===== config.mk =====
export PLATFORM = sky130hd
export DESIGN_NAME = asn1_time_to_epoch_seconds
export DESIGN_NICKNAME = d
export VERILOG_FILES = /design/src/asn1t_pkg.sv /design/src/asn1t_front.sv /design/src/asn1t_fifo.sv /design/src/asn1t_back.sv /design/src/asn1_time_to_epoch_seconds.sv
export VERILOG_INCLUDE_DIRS = /design/src /design/src/src
export SDC_FILE = /design/constraint.sdc
export NUM_CORES = 1
export LEC_CHECK = 0
export BUFFER_PORTS_ARGS = -buffer_cell sky130_fd_sc_hd__buf_4
export CORE_ASPECT_RATIO = 2
export CORE_MARGIN = 4
export CORE_UTILIZATION = 55
export DETAILED_ROUTE_END_ITERATION = 12
export PLACE_DENSITY = 0.72
export RECOVER_POWER = 50
export SETUP_SLACK_MARGIN = 0.4
export SLEW_MARGIN = 20
export SYNTH_ARGS = -nofsm -noshare
export SYNTH_HDL_FRONTEND = slang
export SYNTH_SLANG_ARGS = --single-unit

===== constraint.sdc =====
create_clock -name clk -period 16.4 [get_ports clk]
set_clock_uncertainty 0.05 [all_clocks]
set_input_delay 0.82 -clock clk [delete_from_list [all_inputs] [get_ports clk]]
set_output_delay 0.82 -clock clk [all_outputs]
set_load 0.005 [all_outputs]

===== src/asn1_time_to_epoch_seconds_defines.svh =====
// assertion macros used by the asn1 time converter back end
`ifndef ASN1_TIME_TO_EPOCH_SECONDS_DEFINES_SVH
`define ASN1_TIME_TO_EPOCH_SECONDS_DEFINES_SVH
`ifndef ASSERT_OFF
// same-cycle implication
`define ASN1T_ASSERT_IMP(label, clk, rst_n, pre, post) \
	label: assert property (@(posedge clk) disable iff (!rst_n) (pre) |-> (post)) \
		else $error("asn1t assertion failed");
// next-cycle implication
`define ASN1T_ASSERT_NXT(label, clk, rst_n, pre, post) \
	label: assert property (@(posedge clk) disable iff (!rst_n) (pre) |=> (post)) \
		else $error("asn1t assertion failed");
`else
`define ASN1T_ASSERT_IMP(label, clk, rst_n, pre, post)
`define ASN1T_ASSERT_NXT(label, clk, rst_n, pre, post)
`endif
`endif


===== src/asn1t_pkg.sv =====
// shared types, constants and tables of the asn1 time converter
package asn1t_pkg;

	// time kind codes
	localparam logic [1:0] KIND_UTC = 2'd0;
	localparam logic [1:0] KIND_GEN = 2'd1;

	// ascii codes
	localparam logic [7:0] CHAR_ZERO = 8'h30;
	localparam logic [7:0] CHAR_NINE = 8'h39;
	localparam logic [7:0] CHAR_Z    = 8'h5A;

	// form geometry
	localparam logic [4:0] UTC_DIGITS = 5'd12;
	localparam logic [4:0] GEN_DIGITS = 5'd14;
	localparam logic [4:0] UTC_YLEN   = 5'd2;
	localparam logic [4:0] GEN_YLEN   = 5'd4;
	localparam logic [4:0] POS_MAX    = 5'd16;

	// year mapping and limits
	localparam logic [13:0] YEAR_PIVOT  = 14'd50;
	localparam logic [13:0] YEAR_1900   = 14'd1900;
	localparam logic [13:0] YEAR_2000   = 14'd2000;
	localparam logic [13:0] YEAR_MIN    = 14'd1970;

	// field codes within the date and time digits
	localparam logic [2:0] FLD_MONTH  = 3'd0;
	localparam logic [2:0] FLD_DAY    = 3'd1;
	localparam logic [2:0] FLD_HOUR   = 3'd2;
	localparam logic [2:0] FLD_MINUTE = 3'd3;

	// one parsed string handed from front to back
	typedef struct packed {
		logic        ok;
		logic        utc;
		logic [13:0] year;
		logic [6:0]  month;
		logic [6:0]  day;
		logic [6:0]  hour;
		logic [6:0]  minute;
		logic [6:0]  second;
	} rec_t;

	// queue status seen by both sides
	typedef struct packed {
		logic full;
		logic empty;
	} qstat_t;

	// days before the shifted month, march first as month zero
	function automatic logic [8:0] month_offset(input logic [3:0] mp);
		logic [8:0] r;
		case (mp)
			4'd0:    r = 9'd0;
			4'd1:    r = 9'd31;
			4'd2:    r = 9'd61;
			4'd3:    r = 9'd92;
			4'd4:    r = 9'd122;
			4'd5:    r = 9'd153;
			4'd6:    r = 9'd184;
			4'd7:    r = 9'd214;
			4'd8:    r = 9'd245;
			4'd9:    r = 9'd275;
			4'd10:   r = 9'd306;
			4'd11:   r = 9'd337;
			default: r = 9'd0;
		endcase
		return r;
	endfunction

endpackage


===== src/asn1t_front.sv =====
// character front end: position tracking, digit accumulation and format checks
module asn1t_front (
	input  logic              clk,
	input  logic              arst_n,
	input  logic              in_valid,
	output logic              in_ready,
	input  logic [1:0]        in_kind,
	input  logic [7:0]        in_char,
	input  logic              in_last,
	input  asn1t_pkg::qstat_t qstat,
	output logic              push,
	output asn1t_pkg::rec_t   push_rec
);

	logic [4:0]  pos_q;
	logic [1:0]  kind_q;
	logic        bad_q;
	logic [13:0] year_q;
	logic [6:0]  month_q, day_q, hour_q, minute_q, second_q;

	logic        accept;
	logic [1:0]  kind_eff;
	logic [4:0]  ndig, ylen, pdiff;
	logic [2:0]  fsel;
	logic        is_digit, len_ok;
	logic [3:0]  digit;
	logic [17:0] year_mul;
	logic [10:0] two_mul;
	logic [6:0]  two_src;
	logic        bad_n;
	logic [13:0] year_n;
	logic [6:0]  month_n, day_n, hour_n, minute_n, second_n;

	assign in_ready = !qstat.full;
	assign accept   = in_valid && in_ready;
	assign push     = accept && in_last;

	// kind is sampled on the first character
	assign kind_eff = (pos_q == 5'd0) ? in_kind : kind_q;
	assign ndig = (kind_eff == asn1t_pkg::KIND_UTC) ? asn1t_pkg::UTC_DIGITS
		: asn1t_pkg::GEN_DIGITS;
	assign ylen = (kind_eff == asn1t_pkg::KIND_UTC) ? asn1t_pkg::UTC_YLEN
		: asn1t_pkg::GEN_YLEN;
	assign pdiff = pos_q - ylen;
	assign fsel  = pdiff[3:1];

	assign is_digit = (in_char >= asn1t_pkg::CHAR_ZERO) && (in_char <= asn1t_pkg::CHAR_NINE);
	assign digit    = 4'(in_char - asn1t_pkg::CHAR_ZERO);

	// multiply-by-ten accumulators
	assign year_mul = 18'(year_q) * 18'd10 + 18'(digit);
	always_comb begin
		case (fsel)
			asn1t_pkg::FLD_MONTH:  two_src = month_q;
			asn1t_pkg::FLD_DAY:    two_src = day_q;
			asn1t_pkg::FLD_HOUR:   two_src = hour_q;
			asn1t_pkg::FLD_MINUTE: two_src = minute_q;
			default:               two_src = second_q;
		endcase
	end
	assign two_mul = 11'(two_src) * 11'd10 + 11'(digit);

	// next field values and format flag
	always_comb begin
		bad_n    = bad_q;
		year_n   = year_q;
		month_n  = month_q;
		day_n    = day_q;
		hour_n   = hour_q;
		minute_n = minute_q;
		second_n = second_q;
		if ((kind_eff != asn1t_pkg::KIND_UTC) && (kind_eff != asn1t_pkg::KIND_GEN)) begin
			bad_n = 1'b1;
		end else if (pos_q < ndig) begin
			if (!is_digit) begin
				bad_n = 1'b1;
			end else if (pos_q < ylen) begin
				year_n = year_mul[13:0];
			end else begin
				case (fsel)
					asn1t_pkg::FLD_MONTH:  month_n  = two_mul[6:0];
					asn1t_pkg::FLD_DAY:    day_n    = two_mul[6:0];
					asn1t_pkg::FLD_HOUR:   hour_n   = two_mul[6:0];
					asn1t_pkg::FLD_MINUTE: minute_n = two_mul[6:0];
					default:               second_n = two_mul[6:0];
				endcase
			end
		end else if (pos_q == ndig) begin
			if (in_char != asn1t_pkg::CHAR_Z) begin
				bad_n = 1'b1;
			end
		end else begin
			bad_n = 1'b1;
		end
	end

	// length must land exactly on the 'Z'
	assign len_ok = (pos_q == ndig);

	// record pushed on the last character
	always_comb begin
		push_rec.ok     = !bad_n && len_ok && ((kind_eff == asn1t_pkg::KIND_UTC)
			|| (kind_eff == asn1t_pkg::KIND_GEN));
		push_rec.utc    = (kind_eff == asn1t_pkg::KIND_UTC);
		push_rec.year   = year_n;
		push_rec.month  = month_n;
		push_rec.day    = day_n;
		push_rec.hour   = hour_n;
		push_rec.minute = minute_n;
		push_rec.second = second_n;
	end

	// parse state, cleared at the end of each string
	always_ff @(posedge clk or negedge arst_n) begin
		if (!arst_n) begin
			pos_q    <= '0;
			kind_q   <= '0;
			bad_q    <= 1'b0;
			year_q   <= '0;
			month_q  <= '0;
			day_q    <= '0;
			hour_q   <= '0;
			minute_q <= '0;
			second_q <= '0;
		end else if (accept) begin
			if (in_last) begin
				pos_q    <= '0;
				kind_q   <= '0;
				bad_q    <= 1'b0;
				year_q   <= '0;
				month_q  <= '0;
				day_q    <= '0;
				hour_q   <= '0;
				minute_q <= '0;
				second_q <= '0;
			end else begin
				if (pos_q < asn1t_pkg::POS_MAX) begin
					pos_q <= pos_q + 5'd1;
				end
				kind_q   <= kind_eff;
				bad_q    <= bad_n;
				year_q   <= year_n;
				month_q  <= month_n;
				day_q    <= day_n;
				hour_q   <= hour_n;
				minute_q <= minute_n;
				second_q <= second_n;
			end
		end
	end

endmodule


===== src/asn1t_fifo.sv =====
// two-entry queue of parsed records between front and back
module asn1t_fifo (
	input  logic              clk,
	input  logic              arst_n,
	input  logic              push,
	input  asn1t_pkg::rec_t   push_rec,
	input  logic              pop,
	output asn1t_pkg::rec_t   pop_rec,
	output asn1t_pkg::qstat_t qstat
);

	asn1t_pkg::rec_t mem_q [2];
	logic            wr_ptr_q, rd_ptr_q;
	logic [1:0]      count_q;

	assign qstat.full  = (count_q == 2'd2);
	assign qstat.empty = (count_q == 2'd0);
	assign pop_rec     = mem_q[rd_ptr_q];

	// storage
	always_ff @(posedge clk) begin
		if (push) begin
			mem_q[wr_ptr_q] <= push_rec;
		end
	end

	// pointers and fill count
	always_ff @(posedge clk or negedge arst_n) begin
		if (!arst_n) begin
			wr_ptr_q <= 1'b0;
			rd_ptr_q <= 1'b0;
			count_q  <= '0;
		end else begin
			if (push) begin
				wr_ptr_q <= !wr_ptr_q;
			end
			if (pop) begin
				rd_ptr_q <= !rd_ptr_q;
			end
			case ({push, pop})
				2'b10:   count_q <= count_q + 2'd1;
				2'b01:   count_q <= count_q - 2'd1;
				default: count_q <= count_q;
			endcase
		end
	end

endmodule


===== src/asn1t_back.sv =====
// date back end: range checks and sequenced conversion to epoch seconds
`include "asn1_time_to_epoch_seconds_defines.svh"
module asn1t_back (
	input  logic              clk,
	input  logic              arst_n,
	input  asn1t_pkg::qstat_t qstat,
	input  asn1t_pkg::rec_t   pop_rec,
	output logic              pop,
	output logic              out_valid,
	input  logic              out_ready,
	output logic              out_res_ok,
	output logic [37:0]       out_seconds
);

	typedef enum logic [3:0] {
		ST_IDLE,
		ST_YEAR,
		ST_CHECK,
		ST_ERA,
		ST_YOE,
		ST_DOE,
		ST_DAYS,
		ST_MUL,
		ST_SUM,
		ST_DONE
	} state_t;

	state_t          state_q;
	asn1t_pkg::rec_t rec_q;
	logic [13:0]     year_q, yadj_q;
	logic            ok_q;
	logic [3:0]      mp_q;
	logic [5:0]      era_q;
	logic [8:0]      yoe_q;
	logic [17:0]     doe_q;
	logic [22:0]     days_q;
	logic [37:0]     daysec_q;
	logic [16:0]     tod_q;
	logic [37:0]     secs_q;

	logic [13:0] year_full;
	logic        range_ok;
	logic [27:0] era_prod;
	logic [14:0] yoe_full;
	logic [1:0]  cent;
	logic [17:0] doe_n;
	logic [23:0] days_n;
	logic [39:0] daysec_n;
	logic [16:0] tod_n;
	logic        out_free;

	assign pop      = (state_q == ST_IDLE) && !qstat.empty;
	assign out_free = !out_valid || out_ready;

	// two-digit years pivot at fifty
	always_comb begin
		if (!rec_q.utc) begin
			year_full = rec_q.year;
		end else if (rec_q.year >= asn1t_pkg::YEAR_PIVOT) begin
			year_full = rec_q.year + asn1t_pkg::YEAR_1900;
		end else begin
			year_full = rec_q.year + asn1t_pkg::YEAR_2000;
		end
	end

	assign range_ok = (year_q >= asn1t_pkg::YEAR_MIN)
		&& (rec_q.month >= 7'd1) && (rec_q.month <= 7'd12)
		&& (rec_q.day >= 7'd1) && (rec_q.day <= 7'd31)
		&& (rec_q.hour <= 7'd23) && (rec_q.minute <= 7'd59)
		&& (rec_q.second <= 7'd60);

	// year / 400 by reciprocal, exact for all 14-bit years
	assign era_prod = 28'(yadj_q) * 28'd10486;
	assign yoe_full = 15'(yadj_q) - 15'(era_q) * 15'd400;

	// yoe / 100 for yoe below 400
	always_comb begin
		if (yoe_q >= 9'd300) begin
			cent = 2'd3;
		end else if (yoe_q >= 9'd200) begin
			cent = 2'd2;
		end else if (yoe_q >= 9'd100) begin
			cent = 2'd1;
		end else begin
			cent = 2'd0;
		end
	end

	assign doe_n = 18'(yoe_q) * 18'd365 + 18'(yoe_q[8:2]) - 18'(cent)
		+ 18'(asn1t_pkg::month_offset(mp_q)) + 18'(rec_q.day) - 18'd1;
	assign days_n   = 24'(era_q) * 24'd146097 + 24'(doe_q) - 24'd719468;
	assign daysec_n = 40'(days_q) * 40'd86400;
	assign tod_n    = 17'(rec_q.hour) * 17'd3600 + 17'(rec_q.minute) * 17'd60
		+ 17'(rec_q.second);

	// datapath registers, one step per state
	always_ff @(posedge clk) begin
		case (state_q)
			ST_IDLE: begin
				if (pop) begin
					rec_q <= pop_rec;
				end
			end
			ST_YEAR: begin
				year_q <= year_full;
			end
			ST_CHECK: begin
				ok_q   <= rec_q.ok && range_ok;
				yadj_q <= year_q - ((rec_q.month <= 7'd2) ? 14'd1 : 14'd0);
				mp_q   <= (rec_q.month > 7'd2) ? 4'(rec_q.month - 7'd3)
					: 4'(rec_q.month + 7'd9);
			end
			ST_ERA: begin
				era_q <= era_prod[27:22];
			end
			ST_YOE: begin
				yoe_q <= yoe_full[8:0];
			end
			ST_DOE: begin
				doe_q <= doe_n;
			end
			ST_DAYS: begin
				days_q <= days_n[22:0];
			end
			ST_MUL: begin
				daysec_q <= daysec_n[37:0];
				tod_q    <= tod_n;
			end
			ST_SUM: begin
				secs_q <= daysec_q + 38'(tod_q);
			end
			default: begin
			end
		endcase
	end

	// sequencer and output register
	always_ff @(posedge clk or negedge arst_n) begin
		if (!arst_n) begin
			state_q     <= ST_IDLE;
			out_valid   <= 1'b0;
			out_res_ok  <= 1'b0;
			out_seconds <= '0;
		end else begin
			if (out_valid && out_ready) begin
				out_valid <= 1'b0;
			end
			case (state_q)
				ST_IDLE: begin
					if (pop) begin
						state_q <= ST_YEAR;
					end
				end
				ST_YEAR:  state_q <= ST_CHECK;
				ST_CHECK: state_q <= ST_ERA;
				ST_ERA:   state_q <= ST_YOE;
				ST_YOE:   state_q <= ST_DOE;
				ST_DOE:   state_q <= ST_DAYS;
				ST_DAYS:  state_q <= ST_MUL;
				ST_MUL:   state_q <= ST_SUM;
				ST_SUM:   state_q <= ST_DONE;
				ST_DONE: begin
					if (out_free) begin
						out_valid   <= 1'b1;
						out_res_ok  <= ok_q;
						out_seconds <= ok_q ? secs_q : '0;
						state_q     <= ST_IDLE;
					end
				end
				default: state_q <= ST_IDLE;
			endcase
		end
	end

	// an invalid string always reports zero seconds
	`ASN1T_ASSERT_IMP(a_invalid_zero, clk, arst_n, out_valid && !out_res_ok, out_seconds == '0)
	// valid results stay below year 10000
	`ASN1T_ASSERT_IMP(a_secs_bound, clk, arst_n, out_valid && out_res_ok,
		out_seconds <= 38'd253402300800)
	// a finished result waits while the output is stalled
	`ASN1T_ASSERT_NXT(a_done_wait, clk, arst_n, state_q == ST_DONE && out_valid && !out_ready,
		state_q == ST_DONE)
	// the queue is only drained when a record is there
	`ASN1T_ASSERT_IMP(a_pop_nonempty, clk, arst_n, pop, !qstat.empty)

endmodule


===== src/asn1_time_to_epoch_seconds.sv =====
// asn1 time converter: utc and generalized time strings to epoch seconds
// throughput: one character per cycle while the record queue has room; the back end
//   handles one string at a time, and its work is hidden behind the at least 13
//   characters of any well formed string
// a two-entry record queue lets the front keep taking characters while a result waits
// reset: arst_n clears parse state, queue and sequencer; no result pending after reset
module asn1_time_to_epoch_seconds (
	input  logic        clk,
	input  logic        arst_n,
	input  logic        s_tvalid,
	output logic        s_tready,
	input  logic [7:0]  s_tdata,  // [7:0] character
	input  logic [1:0]  s_tuser,  // [1:0] time_kind
	input  logic        s_tlast,
	output logic        m_tvalid,
	input  logic        m_tready,
	output logic [39:0] m_tdata,  // [37:0] epoch_seconds, [39:38] zero
	output logic [0:0]  m_tuser   // [0] valid_res
);

	asn1t_pkg::qstat_t qstat;
	asn1t_pkg::rec_t   push_rec, pop_rec;
	logic              push, pop;
	logic              res_ok;
	logic [37:0]       seconds;

	// character parsing
	asn1t_front u_front (
		.clk      (clk),
		.arst_n   (arst_n),
		.in_valid (s_tvalid),
		.in_ready (s_tready),
		.in_kind  (s_tuser),
		.in_char  (s_tdata),
		.in_last  (s_tlast),
		.qstat    (qstat),
		.push     (push),
		.push_rec (push_rec)
	);

	// record queue
	asn1t_fifo u_fifo (
		.clk      (clk),
		.arst_n   (arst_n),
		.push     (push),
		.push_rec (push_rec),
		.pop      (pop),
		.pop_rec  (pop_rec),
		.qstat    (qstat)
	);

	// date conversion
	asn1t_back u_back (
		.clk         (clk),
		.arst_n      (arst_n),
		.qstat       (qstat),
		.pop_rec     (pop_rec),
		.pop         (pop),
		.out_valid   (m_tvalid),
		.out_ready   (m_tready),
		.out_res_ok  (res_ok),
		.out_seconds (seconds)
	);

	assign m_tdata = {2'b00, seconds};
	assign m_tuser = res_ok;

endmodule


==> results.cfg <==
[synth]
synthFlopType = edfxtp_1
netlist.area_leader.share = 0.296
avgSynthCellArea_um2 = 11.3
synth_seq_cells = 442
synth_edf_count = 328
synth_area_mm2 = 0.0332
synth.distinct_cells = 82
yosysWarnings = 0
synth_area_leaders = edfxtp_1, ha_1, fa_1, dfrtp_1, inv_1
yosysTopAreaCell = edfxtp_1
ys_seq_area_frac = 0.381
ys_async_sr_fraction = 0.238
syn_inst = 2929

[clock_network]
root_buffer = clkbuf_16
clk_path_buf_depth = 3
h-tree-depth = 2
cts_setup_buffers = 0
cts_tree = yes
clock_latency_ns = 0.59
numCtsBuffers = 41
path_clk_slew_ns = 0.07
clock_sinks = 442
cts-resized-gates = 0
cts_hold_buf = 0

[sta]
period_minus_slack_ns = 6.16
max_slew.worst_pin.slew_ns = 3.49
hold_viol = 0
fin_tns_setup_ns = 0
fin_crit_sh = 0.376
rsz0062_at_grt = no
setup_viol = 0
maxSlewViolCount = 403
worst_slew_margin_rel = -1.33
max_freq_mhz = 162

[global_routing]
track_usage = 0.225
overflow = 0
grt_max_degree = 78
grt_antenna_before_repair = 0
grt_pass1_vias = 23300
grt_first_pass_wirelength_um = 116000

[routing]
drt_pass1_iterations = 5
dr.first_iter.drc_count = 853
wl_um = 71600
dr_wl_met2_um = 43100
highest_layer = met4
met1_length_um = 22400
avgViaCountPerCell = 5.59
wl_per_cell_um = 18.8
ant_nets = 0
route.vias.total = 21200
dr_wl_met3_um = 1710
drc_errors = 0

[cells_and_area]
n_antenna_cell = 0
layout_commonest_cell = inv_1
final_cell_mix = inv_1, ha_1, edfxtp_1
area_growth_pct = 8.08
n_fill_cell = 4763
finalNetCount = 3696
final_layout_size_suffix_gt1_frac = 0.0823
design_area_mm2 = 0.0359

[setup_path]
crit_fanout = 10
crit_path_end_kind = flip-flop
critPathKind = flip-flop to flip-flop
crit_arrival_ns = 6.58
ff2ff_path_depth = 19
cp.required_ns = 16.82
cp-start-kind = flip-flop

[die]
row_count = 127
io_pins = 58
core_region_area_mm2 = 0.0599
initial_core_util = 0.555
design.die.area_mm2 = 0.0647
die_h_um = 356
dieWidth_um = 182

[place]
port_buffers = 55
place_congestion = 0.951
hpwl_um = 58200
dpl_cell_area_mm2 = 0.0346

[run_status]
violations = max-capacitance violations, max-slew violations
status = complete, but fails checks

[min_path]
hp-class = flip-flop to flip-flop
whs_path_depth = 0

[run]
drv_cap = 9
==> path summary, 6_finish.rpt <==
kind,start,end,slack (ns)
worst max-delay path,u_front.pos_q[1]$_DFFE_PN0P_,u_front.second_q[6]$_DFFE_PN0P_,10.24
worst min-delay path,u_back.tod_q[1]$_DFFE_PP_,u_back.secs_q[1]$_DFFE_PP_,0.37
worst max register to register,u_front.pos_q[1]$_DFFE_PN0P_,u_front.second_q[6]$_DFFE_PN0P_,10.24
worst min register to register,u_back.tod_q[1]$_DFFE_PP_,u_back.secs_q[1]$_DFFE_PP_,0.37
max in group asynchronous,arst_n,u_fifo.rd_ptr_q$_DFFE_PN0P_,10.87
min in group asynchronous,arst_n,u_front.minute_q[3]$_DFFE_PN0P_,1.38
==> per-stage QoR <==
step / setup WS (ns) / hold slack [ns] / utilization / std cells
after floorplan: 10.95 / 0.350 / - / 2930
after global placement: 10.64 / 0.357 / 0.577 / 3725
after detailed placement: 10.54 / 0.357 / 0.577 / 3725
after CTS: 10.55 / 0.304 / 0.601 / 3799
after global routing: 9.78 / 0.380 / 0.600 / 3799
final: 10.24 / 0.369 / 0.600 / 3799
==> sequential cells by signal, indices dropped and copies added (netlist names), 9 cells and up, named ones only <==
signal / count
u_back.daysec_q: 31
u_back.yoe_q: 9
u_back.doe_q: 18
u_back.secs_q: 38
u_back.days_q: 23
u_back.rec_q: 51
u_back.year_q: 14
u_back.yadj_q: 14
u_back.tod_q: 17
u_front.year_q: 14
u_back.out_seconds: 38
u_fifo.mem_q: 102
==> worst max-delay path: stages (launching register included) <==
cell	delay [ns]
dfrtp_1	0.42
inv_1	0.11
ha_1	0.15
nor4b_1	0.74
mux2i_1	0.21
nand3_1	0.21
inv_1	0.11
ha_1	0.22
fa_1	0.82
mux4_2	0.56
mux2_2	0.31
ha_1	0.31
ha_1	0.19
inv_1	0.06
fa_1	0.43
nor3b_1	0.25
xnor2_1	0.19
xnor2_2	0.18
mux2_2	0.33
a22o_1	0.19
==> routing by layer <==
layer | vias to the layer above | GRT usage
met4 | 0 | 0.120
li1 | 10100 | -
met1 | 10500 | 0.202
met5 | - | 0
met2 | 394 | 0.475
met3 | 200 | 0.0189
==> layout make-up <==
cell class | count | area, um2 | area share
Inverter | 512 | 1920 | 0.0535
Tap cell | 774 | 968 | 0.0270
Clock buffer | 53 | 1140 | 0.0318
Sequential cell | 442 | 12700 | 0.352
Timing Repair Buffer | 70 | 480 | 0.0134
Multi-Input combinational cell | 1927 | 18400 | 0.514
Clock inverter | 21 | 295 | 0.00822
==> kinds of logic (layout without fill, tap and decap cells) <==
group           count (synthesis)  count (layout)  share of synthesized area
other cells                     1               2                   0.000113
simple gates                  520             520                     0.0744
mux                           102             102                     0.0364
xor+xnor                      189             189                     0.0505
flops                         442             442                      0.381
fa+ha+maj                     687             687                      0.310
buf+inv                       561             656                     0.0641
compound gates                427             427                     0.0837
==> synth_stat cells, types with 5 or more instances <==
| cell type | n |
|---|---|
| nor2_1 | 114 |
| inv_1 | 512 |
| o31a_1 | 5 |
| o21ai_0 | 135 |
| xor2_1 | 56 |
| or4_1 | 7 |
| ha_1 | 460 |
| a21boi_0 | 10 |
| or3_1 | 10 |
| a21o_1 | 33 |
| a31oi_1 | 12 |
| nor3_1 | 42 |
| a22o_1 | 31 |
| xnor2_1 | 130 |
| nand2_1 | 189 |
| a22oi_1 | 17 |
| buf_2 | 7 |
| o21a_1 | 13 |
| mux2i_1 | 5 |
| and3_1 | 15 |
| nand3b_1 | 6 |
| edfxtp_1 | 328 |
| nor2b_1 | 24 |
| nor4_1 | 11 |
| nand3_1 | 36 |
| a21oi_1 | 89 |
| nor3b_1 | 5 |
| clkbuf_1 | 39 |
| mux2_2 | 91 |
| fa_1 | 227 |
| o21bai_1 | 13 |
| nand2b_1 | 20 |
| dfxtp_1 | 9 |
| mux4_2 | 6 |
| a211oi_1 | 12 |
| o31ai_1 | 10 |
| nand4_1 | 20 |
| o21ai_1 | 5 |
| dfrtp_1 | 105 |
Power is left out: the tool's default activity adds up to more than one toggle a clock period on the data nets, which glitch-free logic cannot reach.
